File: config.mk
export PLATFORM = sky130hd
export DESIGN_NAME = base64_stream_codec_flat
export DESIGN_NICKNAME = d
export VERILOG_FILES = /design/src/rtl/core/b64c_pkg.sv /design/src/rtl/core/b64c_in_if.sv /design/src/rtl/core/b64c_out_if.sv /design/src/rtl/core/b64c_front.sv /design/src/rtl/core/b64c_queue.sv /design/src/rtl/core/b64c_back.sv /design/src/rtl/core/base64_stream_codec.sv /design/src/flat_wrapper.sv
export SDC_FILE = /design/constraint.sdc
export NUM_CORES = 1
export LEC_CHECK = 0
export BUFFER_PORTS_ARGS = -buffer_cell sky130_fd_sc_hd__buf_2
export CORE_MARGIN = 5
export CORE_UTILIZATION = 64
export DETAILED_ROUTE_END_ITERATION = 10
export PLACE_DENSITY = 0.81
export SLEW_MARGIN = 20
export SYNTH_ARGS = -nofsm -noshare
export SYNTH_HDL_FRONTEND = slang
export SYNTH_HIERARCHICAL = 1
export SYNTH_SLANG_ARGS = --single-unit
File: constraint.sdc
create_clock -name clk -period 5.2 [get_ports clk]
set_input_delay 0.52 -clock clk [delete_from_list [all_inputs] [get_ports clk]]
set_output_delay 0.52 -clock clk [all_outputs]
set_load 0.02 [all_outputs]
File: src/rtl/core/b64c_pkg.sv
// ----------------------------------------------------------------------------
// Base64 codec package
// Shared item and job types, codec constants and the alphabet mapping
// functions of the Base64 stream codec.
// ----------------------------------------------------------------------------
`default_nettype none

package b64c_pkg;

  // Mode register codes.
  localparam logic MODE_ENCODE = 1'b0;
  localparam logic MODE_DECODE = 1'b1;

  // The padding character '='.
  localparam logic [7:0] PAD_CHAR = 8'd61;

  // Number of jobs the queue between front and back can hold.
  localparam int QUEUE_DEPTH = 2;

  // Most results that one request can cause.
  localparam int MAX_ITEMS = 4;

  // One result item as it leaves the block.
  typedef struct packed {
    logic [7:0] out_byte;
    logic       out_last;
    logic       no_data;
    logic       bad_char;
  } item_t;

  // All results caused by one request, with their count (1 to 4).
  typedef struct packed {
    item_t [MAX_ITEMS-1:0] items;
    logic [2:0]            count;
  } job_t;

  // Push side of the queue, driven by the front.
  typedef struct packed {
    logic valid;
    job_t job;
  } q_push_t;

  // Head of the queue, seen by the back.
  typedef struct packed {
    logic valid;
    job_t job;
  } q_head_t;

  // Maps a 6-bit value to its alphabet character.
  function automatic logic [7:0] enc_char(input logic [5:0] v);
    logic [7:0] v8;
    v8 = {2'b00, v};
    if (v < 6'd26) begin
      return v8 + 8'd65;
    end else if (v < 6'd52) begin
      return v8 + 8'd71;
    end else if (v < 6'd62) begin
      return v8 - 8'd4;
    end else if (v == 6'd62) begin
      return 8'd43;
    end else begin
      return 8'd47;
    end
  endfunction

  // Maps a character to its 6-bit value; 64 marks a character outside
  // the alphabet.
  function automatic logic [6:0] char_value(input logic [7:0] c);
    logic [7:0] d;
    d = 8'd0;
    if (c >= 8'd65 && c <= 8'd90) begin
      d = c - 8'd65;
    end else if (c >= 8'd97 && c <= 8'd122) begin
      d = c - 8'd71;
    end else if (c >= 8'd48 && c <= 8'd57) begin
      d = c + 8'd4;
    end else if (c == 8'd43) begin
      d = 8'd62;
    end else if (c == 8'd47) begin
      d = 8'd63;
    end else begin
      d = 8'd64;
    end
    return d[6:0];
  endfunction

endpackage

`default_nettype wire

File: src/rtl/core/b64c_in_if.sv
// ----------------------------------------------------------------------------
// Base64 codec input channel
// Valid/ready channel that carries one byte or character per request.
// ----------------------------------------------------------------------------
`default_nettype none

interface b64c_in_if;
  logic       valid;
  logic       ready;
  logic [7:0] in_byte;
  logic       in_last;

  modport source (output valid, output in_byte, output in_last, input ready);
  modport sink   (input valid, input in_byte, input in_last, output ready);
endinterface

`default_nettype wire

File: src/rtl/core/b64c_out_if.sv
// ----------------------------------------------------------------------------
// Base64 codec output channel
// Valid/ready channel that carries one result item per request.
// ----------------------------------------------------------------------------
`default_nettype none

interface b64c_out_if;
  logic       valid;
  logic       ready;
  logic [7:0] out_byte;
  logic       out_last;
  logic       no_data;
  logic       bad_char;

  modport source (output valid, output out_byte, output out_last, output no_data,
                  output bad_char, input ready);
  modport sink   (input valid, input out_byte, input out_last, input no_data,
                  input bad_char, output ready);
endinterface

`default_nettype wire

File: src/rtl/core/b64c_front.sv
// ----------------------------------------------------------------------------
// Base64 codec front end
// Accepts requests, runs the bit accumulator and turns each request into
// one job holding all of its results, pushed into the queue if it has any.
// ----------------------------------------------------------------------------
`default_nettype none

module b64c_front (
  input  wire logic             clk,
  input  wire logic             rst,
  input  wire logic             cfg_we,
  input  wire logic             cfg_wdata,
  b64c_in_if.sink               din,
  input  wire logic             q_full,
  output b64c_pkg::q_push_t     push
);
  import b64c_pkg::*;

  logic        mode;
  logic [11:0] bit_buffer;
  logic [3:0]  bit_count;
  logic [1:0]  group_phase;
  logic        pad_seen;
  logic        bad_sticky;

  logic [11:0] bit_buffer_next;
  logic [3:0]  bit_count_next;
  logic [1:0]  group_phase_next;
  logic        pad_seen_next;
  logic        bad_sticky_next;
  job_t        job;

  logic        fire;

  // Encode datapath signals.
  logic [11:0] enc_buf;
  logic [5:0]  enc_v0;
  logic [5:0]  enc_v1;
  logic [5:0]  enc_fill;
  logic        enc_two;
  logic [3:0]  enc_rem;
  logic [11:0] enc_keep;
  logic [1:0]  enc_phase;

  // Decode datapath signals.
  logic [6:0]  dec_val;
  logic [5:0]  dec_v6;
  logic        dec_is_pad;
  logic [11:0] dec_buf;
  logic [3:0]  dec_cnt;
  logic [7:0]  dec_byte;
  logic        dec_emit;
  logic [3:0]  dec_rem;
  logic [11:0] dec_keep;
  logic        dec_bad;

  assign din.ready = !q_full;
  assign fire      = din.valid && din.ready;

  // Encode: eight new bits join the remainder, one or two characters leave.
  assign enc_buf   = {bit_buffer[3:0], din.in_byte};
  assign enc_phase = (group_phase >= 2'd2) ? 2'd0 : group_phase + 2'd1;

  always_comb begin
    enc_v0   = enc_buf[7:2];
    enc_v1   = enc_buf[5:0];
    enc_fill = {enc_buf[1:0], 4'b0000};
    enc_two  = 1'b0;
    enc_rem  = 4'd2;
    enc_keep = {10'b0, enc_buf[1:0]};
    unique case (bit_count)
      4'd4: begin
        enc_v0   = enc_buf[11:6];
        enc_two  = 1'b1;
        enc_rem  = 4'd0;
        enc_keep = '0;
      end
      4'd2: begin
        enc_v0   = enc_buf[9:4];
        enc_fill = {enc_buf[3:0], 2'b00};
        enc_rem  = 4'd4;
        enc_keep = {8'b0, enc_buf[3:0]};
      end
      default: begin
        enc_v0 = enc_buf[7:2];
      end
    endcase
  end

  // Decode: six new bits join the remainder, a byte leaves once eight
  // are gathered.
  assign dec_is_pad = (din.in_byte == PAD_CHAR);
  assign dec_val    = char_value(din.in_byte);
  assign dec_v6     = dec_val[6] ? 6'h3F : dec_val[5:0];
  assign dec_buf    = {bit_buffer[5:0], dec_v6};
  assign dec_cnt    = bit_count + 4'd6;
  assign dec_bad    = bad_sticky || (!dec_is_pad && (dec_val[6] || pad_seen));

  always_comb begin
    dec_byte = dec_buf[7:0];
    dec_emit = 1'b1;
    dec_rem  = 4'd0;
    dec_keep = '0;
    unique case (dec_cnt)
      4'd8: begin
        dec_byte = dec_buf[7:0];
      end
      4'd10: begin
        dec_byte = dec_buf[9:2];
        dec_rem  = 4'd2;
        dec_keep = {10'b0, dec_buf[1:0]};
      end
      4'd12: begin
        dec_byte = dec_buf[11:4];
        dec_rem  = 4'd4;
        dec_keep = {8'b0, dec_buf[3:0]};
      end
      default: begin
        dec_emit = 1'b0;
        dec_rem  = 4'd6;
        dec_keep = {6'b0, dec_buf[5:0]};
      end
    endcase
  end

  // Job assembly and next message state.
  always_comb begin
    logic [2:0] n;
    n                = 3'd0;
    job              = '0;
    bit_buffer_next  = bit_buffer;
    bit_count_next   = bit_count;
    group_phase_next = group_phase;
    pad_seen_next    = pad_seen;
    bad_sticky_next  = bad_sticky;
    if (mode == MODE_ENCODE) begin
      job.items[0] = '{out_byte: enc_char(enc_v0), out_last: 1'b0,
                       no_data: 1'b0, bad_char: 1'b0};
      n = 3'd1;
      if (enc_two) begin
        job.items[1] = '{out_byte: enc_char(enc_v1), out_last: 1'b0,
                         no_data: 1'b0, bad_char: 1'b0};
        n = 3'd2;
      end
      bit_buffer_next  = enc_keep;
      bit_count_next   = enc_rem;
      group_phase_next = enc_phase;
      if (din.in_last) begin
        if (enc_rem != 4'd0) begin
          job.items[n[1:0]] = '{out_byte: enc_char(enc_fill), out_last: 1'b0,
                                no_data: 1'b0, bad_char: 1'b0};
          n = n + 3'd1;
        end
        if (enc_phase == 2'd1) begin
          job.items[n[1:0]]         = '{out_byte: PAD_CHAR, out_last: 1'b0,
                                        no_data: 1'b0, bad_char: 1'b0};
          job.items[n[1:0] + 2'd1]  = '{out_byte: PAD_CHAR, out_last: 1'b0,
                                        no_data: 1'b0, bad_char: 1'b0};
          n = n + 3'd2;
        end else if (enc_phase == 2'd2) begin
          job.items[n[1:0]] = '{out_byte: PAD_CHAR, out_last: 1'b0,
                                no_data: 1'b0, bad_char: 1'b0};
          n = n + 3'd1;
        end
        job.items[n[1:0] - 2'd1].out_last = 1'b1;
      end
    end else begin
      group_phase_next = group_phase + 2'd1;
      bad_sticky_next  = dec_bad;
      if (dec_is_pad) begin
        pad_seen_next = 1'b1;
      end else begin
        bit_buffer_next = dec_keep;
        bit_count_next  = dec_rem;
        if (dec_emit) begin
          job.items[0] = '{out_byte: dec_byte, out_last: 1'b0,
                           no_data: 1'b0, bad_char: dec_bad};
          n = 3'd1;
        end
      end
      if (din.in_last) begin
        if (n == 3'd0) begin
          job.items[0] = '{out_byte: 8'd0, out_last: 1'b1,
                           no_data: 1'b1, bad_char: dec_bad};
          n = 3'd1;
        end else begin
          job.items[0].out_last = 1'b1;
        end
      end
    end
    if (din.in_last) begin
      bit_buffer_next  = '0;
      bit_count_next   = '0;
      group_phase_next = '0;
      pad_seen_next    = 1'b0;
      bad_sticky_next  = 1'b0;
    end
    job.count = n;
  end

  assign push.valid = fire && (job.count != 3'd0);
  assign push.job   = job;

  // Mode register and message state; a mode write restarts the message.
  always_ff @(posedge clk) begin
    if (rst) begin
      mode        <= MODE_ENCODE;
      bit_buffer  <= '0;
      bit_count   <= '0;
      group_phase <= '0;
      pad_seen    <= 1'b0;
      bad_sticky  <= 1'b0;
    end else if (cfg_we) begin
      mode        <= cfg_wdata;
      bit_buffer  <= '0;
      bit_count   <= '0;
      group_phase <= '0;
      pad_seen    <= 1'b0;
      bad_sticky  <= 1'b0;
    end else if (fire) begin
      bit_buffer  <= bit_buffer_next;
      bit_count   <= bit_count_next;
      group_phase <= group_phase_next;
      pad_seen    <= pad_seen_next;
      bad_sticky  <= bad_sticky_next;
    end
  end

endmodule

`default_nettype wire

File: src/rtl/core/b64c_queue.sv
// ----------------------------------------------------------------------------
// Base64 codec job queue
// Short register FIFO of jobs that decouples the front from the back.
// ----------------------------------------------------------------------------
`default_nettype none

module b64c_queue (
  input  wire logic             clk,
  input  wire logic             rst,
  input  wire b64c_pkg::q_push_t push,
  input  wire logic             pop,
  output logic                  full,
  output b64c_pkg::q_head_t     head
);
  import b64c_pkg::*;

  localparam int PtrW = $clog2(QUEUE_DEPTH);
  localparam int CntW = $clog2(QUEUE_DEPTH + 1);

  job_t            entries [QUEUE_DEPTH];
  logic [PtrW-1:0] wr_ptr;
  logic [PtrW-1:0] rd_ptr;
  logic [CntW-1:0] fill;
  logic            do_pop;

  assign full       = (fill == CntW'(QUEUE_DEPTH));
  assign head.valid = (fill != '0);
  assign head.job   = entries[rd_ptr];
  assign do_pop     = pop && head.valid;

  // Pointer wrap at the queue depth.
  function automatic logic [PtrW-1:0] ptr_inc(input logic [PtrW-1:0] p);
    if (p == PtrW'(QUEUE_DEPTH - 1)) begin
      return '0;
    end
    return p + PtrW'(1);
  endfunction

  // Job storage.
  always_ff @(posedge clk) begin
    if (push.valid && !full) begin
      entries[wr_ptr] <= push.job;
    end
  end

  // Pointers and fill level.
  always_ff @(posedge clk) begin
    if (rst) begin
      wr_ptr <= '0;
      rd_ptr <= '0;
      fill   <= '0;
    end else begin
      if (push.valid && !full) begin
        wr_ptr <= ptr_inc(wr_ptr);
      end
      if (do_pop) begin
        rd_ptr <= ptr_inc(rd_ptr);
      end
      if ((push.valid && !full) && !do_pop) begin
        fill <= fill + CntW'(1);
      end else if (!(push.valid && !full) && do_pop) begin
        fill <= fill - CntW'(1);
      end
    end
  end

endmodule

`default_nettype wire

File: src/rtl/core/b64c_back.sv
// ----------------------------------------------------------------------------
// Base64 codec back end
// Takes jobs from the queue and hands out their results one per request.
// ----------------------------------------------------------------------------
`default_nettype none

module b64c_back (
  input  wire logic             clk,
  input  wire logic             rst,
  input  wire b64c_pkg::q_head_t head,
  output logic                  pop,
  b64c_out_if.source            dout
);
  import b64c_pkg::*;

  job_t       cur;
  logic       busy;
  logic [1:0] idx;
  logic       fire;
  logic       at_end;
  item_t      item;

  assign fire   = dout.valid && dout.ready;
  assign at_end = ({1'b0, idx} == cur.count - 3'd1);
  assign pop    = head.valid && (!busy || (fire && at_end));

  // Current result of the held job.
  assign item          = cur.items[idx];
  assign dout.valid    = busy;
  assign dout.out_byte = item.out_byte;
  assign dout.out_last = item.out_last;
  assign dout.no_data  = item.no_data;
  assign dout.bad_char = item.bad_char;

  // Job register.
  always_ff @(posedge clk) begin
    if (pop) begin
      cur <= head.job;
    end
  end

  // Walk through the results; the next job loads as the last one leaves.
  always_ff @(posedge clk) begin
    if (rst) begin
      busy <= 1'b0;
      idx  <= '0;
    end else if (pop) begin
      busy <= 1'b1;
      idx  <= '0;
    end else if (fire) begin
      if (at_end) begin
        busy <= 1'b0;
        idx  <= '0;
      end else begin
        idx <= idx + 2'd1;
      end
    end
  end

endmodule

`default_nettype wire

File: src/rtl/core/base64_stream_codec.sv
// Path: an accepted request's job is written into the queue, then loaded into the
// back's job register, which drives the output. Throughput: one result per cycle
// while the output is ready; a request is taken every cycle while the two-job
// queue has room; an encoded byte yields one or two results, a final byte up to 4.
// Reset: synchronous rst clears mode to encode, the message state and the queue.
// ----------------------------------------------------------------------------
// Base64 stream codec
// Streaming Base64 encoder/decoder with a mode register, built as a front
// that classifies requests, a job queue, and a back that emits results.
// ----------------------------------------------------------------------------
`default_nettype none

module base64_stream_codec (
  input  wire logic clk,
  input  wire logic rst,
  input  wire logic cfg_we,
  input  wire logic cfg_wdata,
  b64c_in_if.sink   data_in,
  b64c_out_if.source data_out
);
  import b64c_pkg::*;

  q_push_t push;
  q_head_t head;
  logic    q_full;
  logic    pop;

  // Front: accumulator and job assembly.
  b64c_front u_front (
    .clk       (clk),
    .rst       (rst),
    .cfg_we    (cfg_we),
    .cfg_wdata (cfg_wdata),
    .din       (data_in),
    .q_full    (q_full),
    .push      (push)
  );

  // Queue between front and back.
  b64c_queue u_queue (
    .clk  (clk),
    .rst  (rst),
    .push (push),
    .pop  (pop),
    .full (q_full),
    .head (head)
  );

  // Back: result sequencing.
  b64c_back u_back (
    .clk  (clk),
    .rst  (rst),
    .head (head),
    .pop  (pop),
    .dout (data_out)
  );

  // The front never pushes a job into a full queue.
  a_no_push_full: assert property (@(posedge clk) disable iff (rst)
    push.valid |-> !q_full)
    else $error("job pushed into full queue");

  // Every queued job carries at least one result.
  a_job_nonempty: assert property (@(posedge clk) disable iff (rst)
    head.valid |-> (head.job.count != 3'd0))
    else $error("empty job in queue");

  // An empty result only ever closes a message.
  a_nodata_last: assert property (@(posedge clk) disable iff (rst)
    (data_out.valid && data_out.no_data) |-> data_out.out_last)
    else $error("no_data result without end mark");

endmodule

`default_nettype wire

File: src/flat_wrapper.sv
// flat-port wrapper written by rule: the top's interface ports become plain ports
module base64_stream_codec_flat import b64c_pkg::*;
  (clk, rst, cfg_we, cfg_wdata, data_in_valid, data_in_in_byte, data_in_in_last, data_in_ready, data_out_valid, data_out_out_byte, data_out_out_last, data_out_no_data, data_out_bad_char, data_out_ready);
  b64c_in_if data_in_i ();
  b64c_out_if data_out_i ();
  input  wire logic clk;
  input  wire logic rst;
  input  wire logic cfg_we;
  input  wire logic cfg_wdata;
  input wire logic [$bits(data_in_i.valid)-1:0] data_in_valid;
  input wire logic [$bits(data_in_i.in_byte)-1:0] data_in_in_byte;
  input wire logic [$bits(data_in_i.in_last)-1:0] data_in_in_last;
  output wire logic [$bits(data_in_i.ready)-1:0] data_in_ready;
  output wire logic [$bits(data_out_i.valid)-1:0] data_out_valid;
  output wire logic [$bits(data_out_i.out_byte)-1:0] data_out_out_byte;
  output wire logic [$bits(data_out_i.out_last)-1:0] data_out_out_last;
  output wire logic [$bits(data_out_i.no_data)-1:0] data_out_no_data;
  output wire logic [$bits(data_out_i.bad_char)-1:0] data_out_bad_char;
  input wire logic [$bits(data_out_i.ready)-1:0] data_out_ready;
  assign data_in_i.valid = data_in_valid;
  assign data_in_i.in_byte = data_in_in_byte;
  assign data_in_i.in_last = data_in_in_last;
  assign data_in_ready = data_in_i.ready;
  assign data_out_valid = data_out_i.valid;
  assign data_out_out_byte = data_out_i.out_byte;
  assign data_out_out_last = data_out_i.out_last;
  assign data_out_no_data = data_out_i.no_data;
  assign data_out_bad_char = data_out_i.bad_char;
  assign data_out_i.ready = data_out_ready;
  base64_stream_codec u_core (.clk(clk), .rst(rst), .cfg_we(cfg_we), .cfg_wdata(cfg_wdata), .data_in(data_in_i), .data_out(data_out_i));
endmodule
==> results of run 1 <==
==> sequential cells by signal, indices dropped and copies added, names as in the netlist, named ones only <==
signal / cells
u_core/u_queue/wr_ptr: 1
u_core/u_back/dout.valid: 1
u_core/u_front/bad_sticky: 1
u_core/u_queue/fill: 2
u_core/u_front/group_phase: 2
u_core/u_front/bit_buffer: 6
u_core/u_back/idx: 2
u_core/u_queue/rd_ptr: 1
u_core/u_front/bit_count: 2
u_core/u_back/cur: 47
u_core/u_front/mode: 1
u_core/u_queue/entries: 94
u_core/u_front/pad_seen: 1
==> per-layer routing <==
layer	vias to the layer above	global-route usage (%)
met1	2893	32.9
met3	36	4.08
li1	2757	-
met5	-	0
met2	239	41.0
met4	0	8.39
==> final timing paths <==
check / to / slack (ns) / start
worst min register to register: u_core/u_front/bit_buffer[4] / 0.47 / u_core/u_front/bit_buffer[4]
worst max-delay path: u_core/u_queue/entries[0][6] / 1.51 / u_core/u_front/bit_count[1]
worst max register to register: u_core/u_queue/entries[0][6] / 1.51 / u_core/u_front/bit_count[1]
worst min-delay path: u_core/u_front/mode / 0.36 / cfg_wdata
==> cells by family after synthesis <==
| logic type | after synthesis | synth area share (%) |
|---|---|---|
| buf+inv | 85 | 5.10 |
| compound gates | 178 | 14.4 |
| mux | 64 | 9.99 |
| flops | 162 | 53.5 |
| other cells | 1 | 0.0431 |
| xor+xnor | 13 | 1.31 |
| fa+ha+maj | 27 | 3.88 |
| simple gates | 188 | 11.8 |
==> power breakdown <==
| part | total (mW) | switching [mW] | internal (mW) |
|---|---|---|---|
| combinational | 0.952 | 0.559 | 0.393 |
| sequential | 1.98 | 0.165 | 1.82 |
| clock | 1.15 | 0.498 | 0.655 |
| total | 4.09 | 1.22 | 2.87 |
==> through the flow <==
step / instance area [µm²] / setup WS, ns / power [mW] / utilization, % / hold slack [ns]
after floorplan: 8730 / 1.62 / 2.70 / - / 0.432
after global placement: 8800 / 1.56 / 2.91 / 66.2 / 0.443
after detailed placement: 8800 / 1.48 / 2.96 / 66.2 / 0.451
after CTS: 9340 / 1.54 / 4.12 / 70.3 / 0.337
after global routing: 9350 / 1.28 / 4.29 / 70.3 / 0.372
final: 9350 / 1.51 / 4.09 / 70.3 / 0.355
==> placed cells by master, fill, tap and decap left out, types with 8 or more instances in the layout <==
cell / n
inv_1: 30
o21ai_0: 30
o211ai_1: 9
conb_1: 9
ha_1: 27
a22oi_1: 8
clkbuf_16: 17
xnor2_1: 9
nor2_1: 50
dfxtp_1: 19
a21oi_1: 35
a211oi_1: 10
nor3_1: 13
edfxtp_1: 141
nor2b_1: 8
nand2_1: 39
a31oi_1: 11
nand3_1: 10
nand2b_1: 13
buf_2: 27
mux2_2: 48
==> area by class of cell <==
| class | instances | area share, % |
|---|---|---|
| Sequential cell | 162 | 49.9 |
| Multi-Input combinational cell | 479 | 38.9 |
| Clock buffer | 18 | 4.59 |
| Tap cell | 176 | 2.36 |
| Timing Repair Buffer | 32 | 1.85 |
| Inverter | 31 | 1.25 |
| Clock inverter | 13 | 1.18 |
==> critical path, stage by stage, from the launching register on <==
cell,delay [ns]
dfxtp_1,0.34
inv_1,0.12
ha_1,0.75
a22oi_1,0.23
a21oi_2,0.40
inv_1,0.08
ha_1,0.27
or3_1,0.49
or3b_1,0.39
a21oi_1,0.15
o221ai_1,0.16
==> impl_metrics.csv, run 1 <==
group,metric,value,unit
die,fp.dieW,127,µm
timing,min_period,3.69,ns
job,drv_cap,0,
logic_synthesis,synth_top_area_share,48.6,%
place,place_inst,880,
grt,grt_max_degree,48,
grt,grt_pass1_wl,30900,µm
timing,rsz0062_at_grt,"no",
route,route.antenna.remaining_nets,0,
cells_and_area,final_nets,765,
die,ios,28,
grt,globalRouteOverflowTotal,0,
power,max-vdd-ir-drop,0.261,mV
route,wire_per_inst,20.9,µm
worst_setup_path,cp_max_fo,24,
clocking,clk_latency,0.42,ns
worst_hold_path,hold_class,"in -> reg",
clocking,cts.sinks,162,
worst_hold_path,min_path_cells,3,
worst_setup_path,endpoint_kind,"flop",
logic_synthesis,ys_top_cells_by_area,"edfxtp_1 49%, mux2_2 6.2%, dfxtp_1 4.8%",
worst_setup_path,reg2reg_depth,10,
route,dr.max_layer_used,"met4",
clocking,clk_pin_slew,0.06,ns
grt,antenna_found_initial,0,
grt,grt_pass1_vias,5830,
route,route.layer.met1.wl,7940,µm
timing,worstMarginPinSlew,1.04,ns
logic_synthesis,yosysMostFrequentCell,"edfxtp_1",
clocking,cts_resized,0,
place,place.gp.congestion,0.960,
place,port_buffers,27,
logic_synthesis,syn_area,8700,µm²
clocking,cts_hold_buf,0,
timing,fin_tns_setup,0,ns
die,die_h,127,µm
timing,slew_violations,0,
clocking,cts_tree,"yes",
logic_synthesis,yosysTopAreaCell,"edfxtp_1",
route,routed_wl,19000,µm
power,p_leak,3.24,nW
logic_synthesis,synth_flop_cell,"edfxtp_1",
place,hpwl,12700,µm
clocking,h-tree-depth,4,
die,core,13300,µm²
route,dr_wl_met3,1130,µm
die,rows,42,
logic_synthesis,ys_types,89,
die,die_area,16000,µm²
cells_and_area,multiInputGateArea,3640,µm²
cells_and_area,stdcell_count,911,
logic_synthesis,syn_inst,718,
route,drc_errors,0,
die,initial_utilization,65.5,%
route,wl_met2,9540,µm
worst_setup_path,required,5.32,ns
worst_setup_path,crit_type,"reg -> reg",
cells_and_area,n_antenna_cell,0,
cells_and_area,syn_to_final_growth,7.36,%
cells_and_area,n_fill_cell,897,
cells_and_area,drive_gt1_share,19.0,%
timing,hold_violations,0,
timing,setup_viol,0,
logic_synthesis,synth_common_cells,"141 x edfxtp_1, 50 x nor2_1, 48 x mux2_2",
timing,fin_skew,0.0107,ns
logic_synthesis,synthArstFlopShare,0,%
clocking,cts_made_buffers,17,
logic_synthesis,yosysWarningCount,6,
logic_synthesis,syn_area_per_cell,12.1,µm²
power,p_per_area,437,nW/µm²
clocking,cts.path.max_buffers,2,
route,drt-pass1-iter-count,5,
worst_setup_path,start_kind,"flop",
timing,slew_headroom,30.9,%
timing,period_share,71.0,%
logic_synthesis,synth-edff-count,141,
cells_and_area,final-seq-area,4660,µm²
clocking,clockRootBuffer,"clkbuf_16",
route,vias_per_cell,6.50,
grt,grt_util_all_layers,24.6,%
worst_setup_path,crit_arrival,3.81,ns
logic_synthesis,ys_seq_area_share,53.5,%
route,drt_iter0_drc,613,
timing,fmax,0.271,GHz
route,num_vias,5925,
logic_synthesis,ys_ff_latch,162,
run_status,status,"complete, no violations",
clocking,cts_setup_buffers,0,
Power figures use the tool's default switching activity.
==> run 2, diff against run 1 <==
- clock period: 5.2 -> 3.55 ns (I/O delays scaled with it)
==> run 2 against run 1 <==
Largest power group unchanged. Critical endpoint is now u_core/u_queue/entries[1][11]. Count of clock-buffer cells in the layout grew 1. Flip-flop and latch count is the same. Power grew 52%.
==> impl_metrics.csv, run 2 (synthesis results as in run 1) <==
group,metric,value,unit
clocking,h-tree-depth,4,
timing,fin_skew,0.0100,ns
cells_and_area,final-seq-area,4660,µm²
grt,grt_max_degree,48,
clocking,clockRootBuffer,"clkbuf_16",
grt,antenna_found_initial,0,
cells_and_area,post-route-util,71.9,%
place,place.gp.congestion,1.02,
clocking,cts.path.max_buffers,2,
clocking,cts.sinks,162,
worst_hold_path,hold_class,"in -> reg",
job,drv_cap,0,
clocking,cts_made_buffers,17,
power,p_leak,3.34,nW
cells_and_area,n_antenna_cell,0,
run_status,status,"complete, no violations",
route,vias_per_cell,6.42,
cells_and_area,stdcell_count,925,
timing,slew_violations,0,
worst_setup_path,reg2reg_from,"u_core/u_front/bit_count[1]",
worst_setup_path,crit_arrival,3.37,ns
worst_setup_path,slowest_delay,0.46,ns
clocking,clk_latency,0.42,ns
timing,min_period,3.22,ns
route,route.antenna.remaining_nets,0,
worst_setup_path,required,3.70,ns
timing,hold_violations,0,
power,finalPower,6.21,mW
worst_setup_path,r2r_slack,0.33,ns
place,hpwl,13400,µm
cells_and_area,n_fill_cell,858,
grt,grt_pass1_vias,5837,
die,ios,28,
worst_setup_path,start_kind,"flop",
place,place_inst,893,
timing,rsz0062_at_grt,"no",
cells_and_area,max_flop_register,"u_core/u_queue/entries",
die,die_area,16000,µm²
worst_setup_path,crit_type,"reg -> reg",
worst_setup_path,r2r-end,"u_core/u_queue/entries[1][11]",
worst_setup_path,crit_chain,"inv_1, ha_1, a22o_1, mux2i_2, ha_1, and3b_1, a311oi_2, a211oi_1, o2111ai_1, and3b_1, o32ai_1",
grt,grt_pass1_wl,30900,µm
timing,period_share,90.8,%
die,die_h,127,µm
cells_and_area,largest_reg_flops,94,
worst_setup_path,endpoint,"u_core/u_queue/entries[1][11]",
die,initial_utilization,65.5,%
timing,worstMarginPinSlew,0.935,ns
worst_setup_path,endpoint_kind,"flop",
worst_setup_path,reg2reg_depth,11,
route,wire_per_inst,21.0,µm
power,p_per_area,651,nW/µm²
clocking,cts_tree,"yes",
cells_and_area,final_nets,778,
timing,setup_viol,0,
cells_and_area,layout_common_cells,"141 x edfxtp_1, 50 x nor2_1, 48 x mux2_2, 39 x nand2_1, 35 x a21oi_1",
route,drt-pass1-iter-count,5,
timing,fmax,0.310,GHz
clocking,cts_resized,0,
clocking,clk_pin_slew,0.06,ns
grt,globalRouteOverflowTotal,0,
cells_and_area,multiInputGateArea,3640,µm²
worst_setup_path,cp-startpoint,"u_core/u_front/bit_count[1]",
cells_and_area,reg.largest.list,"u_core/u_queue/entries: 94 flops, u_core/u_back/cur: 47 flops, u_core/u_front/bit_buffer: 6 flops",
timing,slew_headroom,37.5,%
die,core,13300,µm²
worst_setup_path,cp_max_fo,8,
route,routed_wl,19400,µm
clocking,cts_setup_buffers,0,
die,rows,42,
route,drt_iter0_drc,548,
cells_and_area,mostFrequentLayoutCell,"edfxtp_1",
grt,grt_util_all_layers,24.7,%
route,drc_errors,0,
worst_setup_path,cp_slowest_cell,"o32ai_1",
place,port_buffers,27,
die,fp.dieW,127,µm
cells_and_area,drive_gt1_share,21.1,%
cells_and_area,syn_to_final_growth,9.75,%
route,num_vias,5943,
clocking,cts_hold_buf,0,
timing,fin_tns_setup,0,ns
power,max-vdd-ir-drop,0.332,mV
[run 2: how the worst min path moves through the flow]
stage                                       startpoint                           end  slack (ns)  cells after the start
after CTS                                    cfg_wdata           u_core/u_front/mode        0.17                      3
final                                        cfg_wdata           u_core/u_front/mode        0.19                      3
after global placement    u_core/u_front/bit_buffer[5]  u_core/u_front/bit_buffer[5]        0.44                      2
after global routing                         cfg_wdata           u_core/u_front/mode        0.22                      3
after detailed placement  u_core/u_front/bit_buffer[5]  u_core/u_front/bit_buffer[5]        0.45                      2
after floorplan                                    rst          u_core/u_back/idx[1]        0.42                      1
[run 2: per-layer routing]
| metal | vias to the layer above | share of wire (%) | routed length [µm] | track usage (%) |
|---|---|---|---|---|
| li1 | 2766 | - | - | - |
| met1 | 2887 | 40 | 7760 | 31.4 |
| met2 | 245 | 51 | 9960 | 42.8 |
| met3 | 45 | 6.4 | 1250 | 4.62 |
| met4 | 0 | 2.3 | 455 | 7.95 |
| met5 | - | 0 | 0 | 0 |
[run 2: where the power goes]
group | switching, mW | internal (mW)
clock | 0.751 | 1.12
sequential | 0.211 | 2.66
combinational | 0.864 | 0.606
total | 1.83 | 4.39
[run 2: area by class of cell]
type	instances	area share, %
clock buffers	19	4.53
clock inverters	13	1.85
inverters	31	1.26
multi-input cells	479	38.1
flip-flops and latches	162	48.8
well taps	176	2.31
repair buffers	45	3.22
[run 2: metrics by stage]
| stage | setup WS, ns | instance area [µm²] | hold slack, ns |
|---|---|---|---|
| after global routing | 0.141 | 9550 | 0.217 |
| after detailed placement | 0.364 | 8940 | 0.452 |
| after CTS | 0.359 | 9550 | 0.174 |
| after global placement | 0.453 | 8940 | 0.442 |
| final | 0.327 | 9550 | 0.186 |
| after floorplan | 0.379 | 8740 | 0.421 |
[run 2: critical path, delay by kind of cell (launching register included)]
kind | cells | cell delay [ns]
buf+inv | 1 | 0.10
compound gates | 5 | 1.13
mux | 1 | 0.38
fa+ha+maj | 2 | 0.53
simple gates | 2 | 0.41
flops | 1 | 0.38
